<file path="src/sv/tabulated_inverse_cdf_sampler_macros.svh">
// ----------------------------------------------------------------------------
// Assertion macros for the inverse CDF sampler
// Shorthand for the concurrent checks used in the RTL.
// ----------------------------------------------------------------------------
`ifndef TABULATED_INVERSE_CDF_SAMPLER_MACROS_SVH
`define TABULATED_INVERSE_CDF_SAMPLER_MACROS_SVH

// Same-cycle implication, disabled during reset.
`define TICS_ASSERT_IMP(label, clk, rst_n, ante, cons, msg) \
    label: assert property (@(posedge clk) disable iff (!rst_n) (ante) |-> (cons)) \
        else $error(msg);

// Next-cycle implication, disabled during reset.
`define TICS_ASSERT_NXT(label, clk, rst_n, ante, cons, msg) \
    label: assert property (@(posedge clk) disable iff (!rst_n) (ante) |=> (cons)) \
        else $error(msg);

`endif

</file>
<file path="src/sv/tics_pkg.sv">
// ----------------------------------------------------------------------------
// Inverse CDF sampler package
// Field widths, register indexes, operation codes and reset values.
// ----------------------------------------------------------------------------
`timescale 1ns / 1ps

package tics_pkg;

    localparam int FREQ_W   = 53;
    localparam int BW_W     = 48;
    localparam int IDX_W    = 10;
    localparam int PROB_W   = 32;
    localparam int S_DATA_W = 80;
    localparam int M_DATA_W = 64;
    localparam int CFG_W    = 53;

    localparam logic [FREQ_W-1:0] FREQ_MAX       = {FREQ_W{1'b1}};
    localparam logic [FREQ_W-1:0] MIN_FREQ_RESET = 53'd3288465385000000;
    localparam logic [BW_W-1:0]   BIN_W_RESET    = 48'd1928718701857;

    localparam logic OP_LOAD   = 1'b0;
    localparam logic OP_SAMPLE = 1'b1;

    localparam logic CFG_MIN_FREQ  = 1'b0;
    localparam logic CFG_BIN_WIDTH = 1'b1;

    typedef struct packed {
        logic busy;
        logic done;
    } div_stat_t;

endpackage

</file>
<file path="src/sv/tics_div.sv">
// ----------------------------------------------------------------------------
// Fraction divider
// Restoring divider giving floor(n * 2^32 / w) for n < w, one bit per cycle.
// ----------------------------------------------------------------------------
`timescale 1ns / 1ps

module tics_div
    import tics_pkg::*;
(
    input  logic              clk,
    input  logic              rst_n,
    input  logic              start,
    input  logic [PROB_W-1:0] dividend,
    input  logic [PROB_W-1:0] divisor,
    output logic [PROB_W-1:0] quotient,
    output div_stat_t         stat
);

    localparam int CNT_W = $clog2(PROB_W);

    logic [PROB_W-1:0] rem_reg, rem_next;
    logic [PROB_W-1:0] quo_reg, quo_next;
    logic [PROB_W-1:0] dvs_reg, dvs_next;
    logic [CNT_W-1:0]  cnt_reg, cnt_next;
    logic              busy_reg, busy_next;
    logic              done_reg, done_next;
    logic [PROB_W:0]   shifted;
    logic [PROB_W:0]   trial;

    always_comb
    begin
        shifted   = {rem_reg, 1'b0};
        trial     = shifted - {1'b0, dvs_reg};
        rem_next  = rem_reg;
        quo_next  = quo_reg;
        dvs_next  = dvs_reg;
        cnt_next  = cnt_reg;
        busy_next = busy_reg;
        done_next = 1'b0;
        if (start)
        begin
            rem_next  = dividend;
            dvs_next  = divisor;
            quo_next  = '0;
            cnt_next  = CNT_W'(PROB_W - 1);
            busy_next = 1'b1;
        end
        else if (busy_reg)
        begin
            if (shifted >= {1'b0, dvs_reg})
            begin
                rem_next = trial[PROB_W-1:0];
                quo_next = {quo_reg[PROB_W-2:0], 1'b1};
            end
            else
            begin
                rem_next = shifted[PROB_W-1:0];
                quo_next = {quo_reg[PROB_W-2:0], 1'b0};
            end
            cnt_next = cnt_reg - CNT_W'(1);
            if (cnt_reg == '0)
            begin
                busy_next = 1'b0;
                done_next = 1'b1;
            end
        end
    end

    always_ff @(posedge clk or negedge rst_n)
    begin
        if (!rst_n)
        begin
            busy_reg <= 1'b0;
            done_reg <= 1'b0;
            cnt_reg  <= '0;
        end
        else
        begin
            busy_reg <= busy_next;
            done_reg <= done_next;
            cnt_reg  <= cnt_next;
        end
    end

    always_ff @(posedge clk)
    begin
        rem_reg <= rem_next;
        quo_reg <= quo_next;
        dvs_reg <= dvs_next;
    end

    assign quotient  = quo_reg;
    assign stat.busy = busy_reg;
    assign stat.done = done_reg;

endmodule

</file>
<file path="config.mk">
export PLATFORM = sky130hd
export DESIGN_NAME = tics_div
export DESIGN_NICKNAME = d
export VERILOG_FILES = /design/src/sv/tabulated_inverse_cdf_sampler_macros.svh /design/src/sv/tics_pkg.sv /design/src/sv/tics_div.sv
export SDC_FILE = /design/constraint.sdc
export NUM_CORES = 1
export LEC_CHECK = 0
export ABC_AREA = 1
export BUFFER_PORTS_ARGS = -buffer_cell sky130_fd_sc_hd__clkbuf_2
export CORE_AREA = 2 2 125 127
export DETAILED_ROUTE_END_ITERATION = 10
export DIE_AREA = 0 0 127 129
export GPL_TIMING_DRIVEN = 0
export PLACE_DENSITY = 0.63
export SLEW_MARGIN = 20
export SYNTH_ARGS = -nofsm -noshare
export SYNTH_HDL_FRONTEND = slang
export SYNTH_SLANG_ARGS = --single-unit
</file>
<file path="constraint.sdc">
create_clock -name clk -period 3.17 [get_ports clk]
set_clock_uncertainty 0.2 [all_clocks]
set_input_delay 0.1585 -clock clk [delete_from_list [all_inputs] [get_ports clk]]
set_output_delay 0.1585 -clock clk [all_outputs]
set_load 0.005 [all_outputs]
</file>
==> results.md <==
- Outcome: complete, no violations
- Area leader, netlist: edfxtp_1
- RSZ-0062 raised after global routing: false
- CP endpoint kind: flop
- Routed length per instance: 14.08 um
- CTS buffer count: 9
- CP max stage delay: 390 ps
- CTS tree: yes
- Synthesized cell area: 6899 um^2
- Synth Area in Compound Gates: 0.05314
- Post-synthesis adder-cell area fraction: 0.06456
- Tot GR Track Use: 0.2353
- Levels on crit path: 12
- FF+latch area: 2738 um^2
- Setup crit end: rem_reg[17]$_DFFE_PP_
- Die height: 129 um
- Syn_area_per_cell: 7.172 um^2
- Max H-tree Level: 3
- Global-route wire length before repair: 30.21 mm
- DRT Pass-1 Iters: 5
- Design area: 8631 um^2
- Initial DRC count: 380
- #FFs+latches synth: 103
- I/O pins: 101
- Core ar.: 14980 um^2
- CTS clk-pin slew, worst paths: 80 ps
- Hold WC Path Type: reg2reg
- Overall routed net length: 18.77 mm
- Placement Cell Area: 7656 um^2
- Top-count cell post-synth: nand2_1
- Setup violation total in the final timing report: 0
- Die W: 127 um
- P_leak: 0.004516 uW
- Non-Filler Instances: 1333
- Top Usage Layer GRT: met2
- Layout overhead on the synthesized area: 25.10%
- YS warnings: 0
- Min Tclk post-route: 2830 ps
- Crit. Startpoint: rem_reg[27]$_DFFE_PP_
- Period utilisation layout: 0.8926
- Antenna viol nets, final: 0
- IO Port Bufs: 100
- Hold Vio Cnt, Final: 0
- Vias in the first global route: 6254
- Post-synth ARST share: 0.06796
- R2R Path End: rem_reg[17]$_DFFE_PP_
- DP HPWL: 14.55 mm
- Worst Setup Path Type: reg2reg
- Post-synthesis xor/xnor area fraction: 0.01777
- Layout cells sized above 1: 0.1450
- Diode count: 0
- Slew HR: 0.3206
- Post-synthesis net count: 1064
- R2R cell count: 12
- DR vias: 6396
- Clk Latency, worst-skew pair: 360 ps
- Post-synth EDFFs: 64
- Arr. time, crit path: 2730 ps
- Clock Path Buffers: 2
- Synth unique cells: 36
- Initial antenna violation count: 0
- Root Driver: clkbuf_16
- Top Family by Delay on Critical Path: simple AND/OR/NAND/NOR gates
- # fillers: 1472
- Max Fclk: 353.4 MHz
- Syn Inst Count: 962
- Routability Congestion: 0.9251
- CP startpoint kind: flop
- Drt drc: 0
- Met3 GRT Util: 0.04200
- CP Cell Sequence: ha_1 > nand2_1 > inv_1 > nand4_1 > nor2_1 > nand2_1 > nand2_2 > nor2_8 > buf_2 > nand3b_1 > nand3_1 > nand2_1
- R2R Setup Slk: 340 ps
- Overflow after GRT: 0
- Worst vdd ir: 0.4689 mV
- Synth top area share: 0.2786
- # Post-CTS Setup Buffers: 0
- Fin. max-slew vios: 0
- Mux share of post-synthesis cell area: 0
- Max_cap viols: 0
- Most common cell on crit path: nand2_1
- Row Count: 45
- Worst-path maximum fanout: 10
- # clock sinks: 103
- Largest family of logic cells by synthesized area: simple AND/OR/NAND/NOR gates
- Simple-Gate Fraction of Synth Area: 0.3341
- Largest cells by area after synthesis: edfxtp_1 28%, nand2_1 18%, inv_1 11%
- Reg2reg start: rem_reg[27]$_DFFE_PP_
- Bufs and invs on worst path: 2
- GR Util met1: 0.3188
- CP max stage cell: edfxtp_1
- Vias/cell: 4.798
- Most frequent cells after synthesis: 336 x nand2_1, 201 x inv_1, 64 x edfxtp_1, 62 x nand3_1, 50 x nor2_1
- PwrDens: 768.6 nW/um^2
- Final #Nets: 1242
- Met2 GRT Util: 0.3953
- Largest net degree at the start of global routing: 36
- Main synth FF type: edfxtp_1
- Placed insts: 1251
- Worst Tran Pin Value: 1019 ps
- Sequential area share after synthesis: 0.3968
- Area occupied by multi-input gates: 3239 um^2
- CP required: 3080 ps
- Die area: 16380 um^2
- Initial core utilization: 0.4607
## area by class of cell
class | instances | area share
sequential | 103 | 0.3172
multi-input combinational | 629 | 0.3753
clock inverter | 7 | 0.01029
tap | 188 | 0.02725
inverter | 206 | 0.08959
timing repair buffer | 167 | 0.1369
clock buffer | 9 | 0.02609
buffer | 24 | 0.01740
## worst register-to-register path, delay by kind of cell, from the launching register on
family / cells / cell delay, ps
adders and majority gates: 1 / 390
buffers and inverters: 2 / 410
and+or+nand+nor: 9 / 1190
DFF: 1 / 390
## worst min-delay path by stage
stage	start	to	slack, ps	cells past startpoint
2_1_floorplan	rst_n	busy_reg$_DFF_PN0_	-340	0
3_3_place_gp	rst_n	done_reg$_DFF_PN0_	-190	1
3_5_place_dp	rst_n	done_reg$_DFF_PN0_	-200	1
4_1_cts	quotient[31]$_SDFFE_PP0P_	quotient[31]$_SDFFE_PP0P_	280	2
5_1_grt	divisor[29]	dvs_reg[29]$_DFFE_PP_	300	2
6_report	quotient[31]$_SDFFE_PP0P_	quotient[31]$_SDFFE_PP0P_	280	2
## metrics by stage
step / hold WS, ps / setup TNS [ps] / setup WS (ps) / power, uW / utilization
4_1_cts: 284.3 / 0 / 450.4 / 6647 / 0.5763
3_3_place_gp: -194.2 / -23070 / -582.9 / 5368 / 0.5098
2_1_floorplan: -337.1 / 0 / 927.1 / 4537 / -
6_report: 276.6 / 0 / 340.3 / 6634 / 0.5763
5_1_grt: 301.4 / 0 / 232.2 / 7213 / 0.5763
3_5_place_dp: -197.9 / 0 / 469.1 / 5403 / 0.5112
## report_power, final
| group | internal [uW] | switching (uW) | leakage (uW) |
|---|---|---|---|
| logic | 1350 | 2270 | 0.00337 |
| clock network | 575 | 592 | 0.000155 |
| registers | 1730 | 118 | 0.000987 |
## kinds of logic after synthesis
kind of cell | after synthesis
compound gates | 61
xor+xnor | 14
fa+ha+maj | 35
buf+inv | 230
flops | 103
simple gates | 519
## routing by layer
layer	vias to the layer above	routed length [um]
met4	0	307
li1	3350	-
met5	-	0
met2	146	8550
met1	2880	8940
met3	20	970
## placed cells by master (no fill, tap or decap), drive strengths merged, types with 25 or more instances in the layout
cell,n
clkbuf,119
dfxtp,32
dlygate4sd3,66
edfxtp,64
ha,34
inv,210
nand2,344
nand3,73
nand3b,25
nor2,57
o22ai,30
## timing repair
item / CTS / global route
hold buffers: 66 / 0
hold endpoints to repair: 71 / 0
resized for setup: 0 / 0
setup endpoints to repair: 0 / 0
Note: power is estimated with default switching activity, not from simulation.
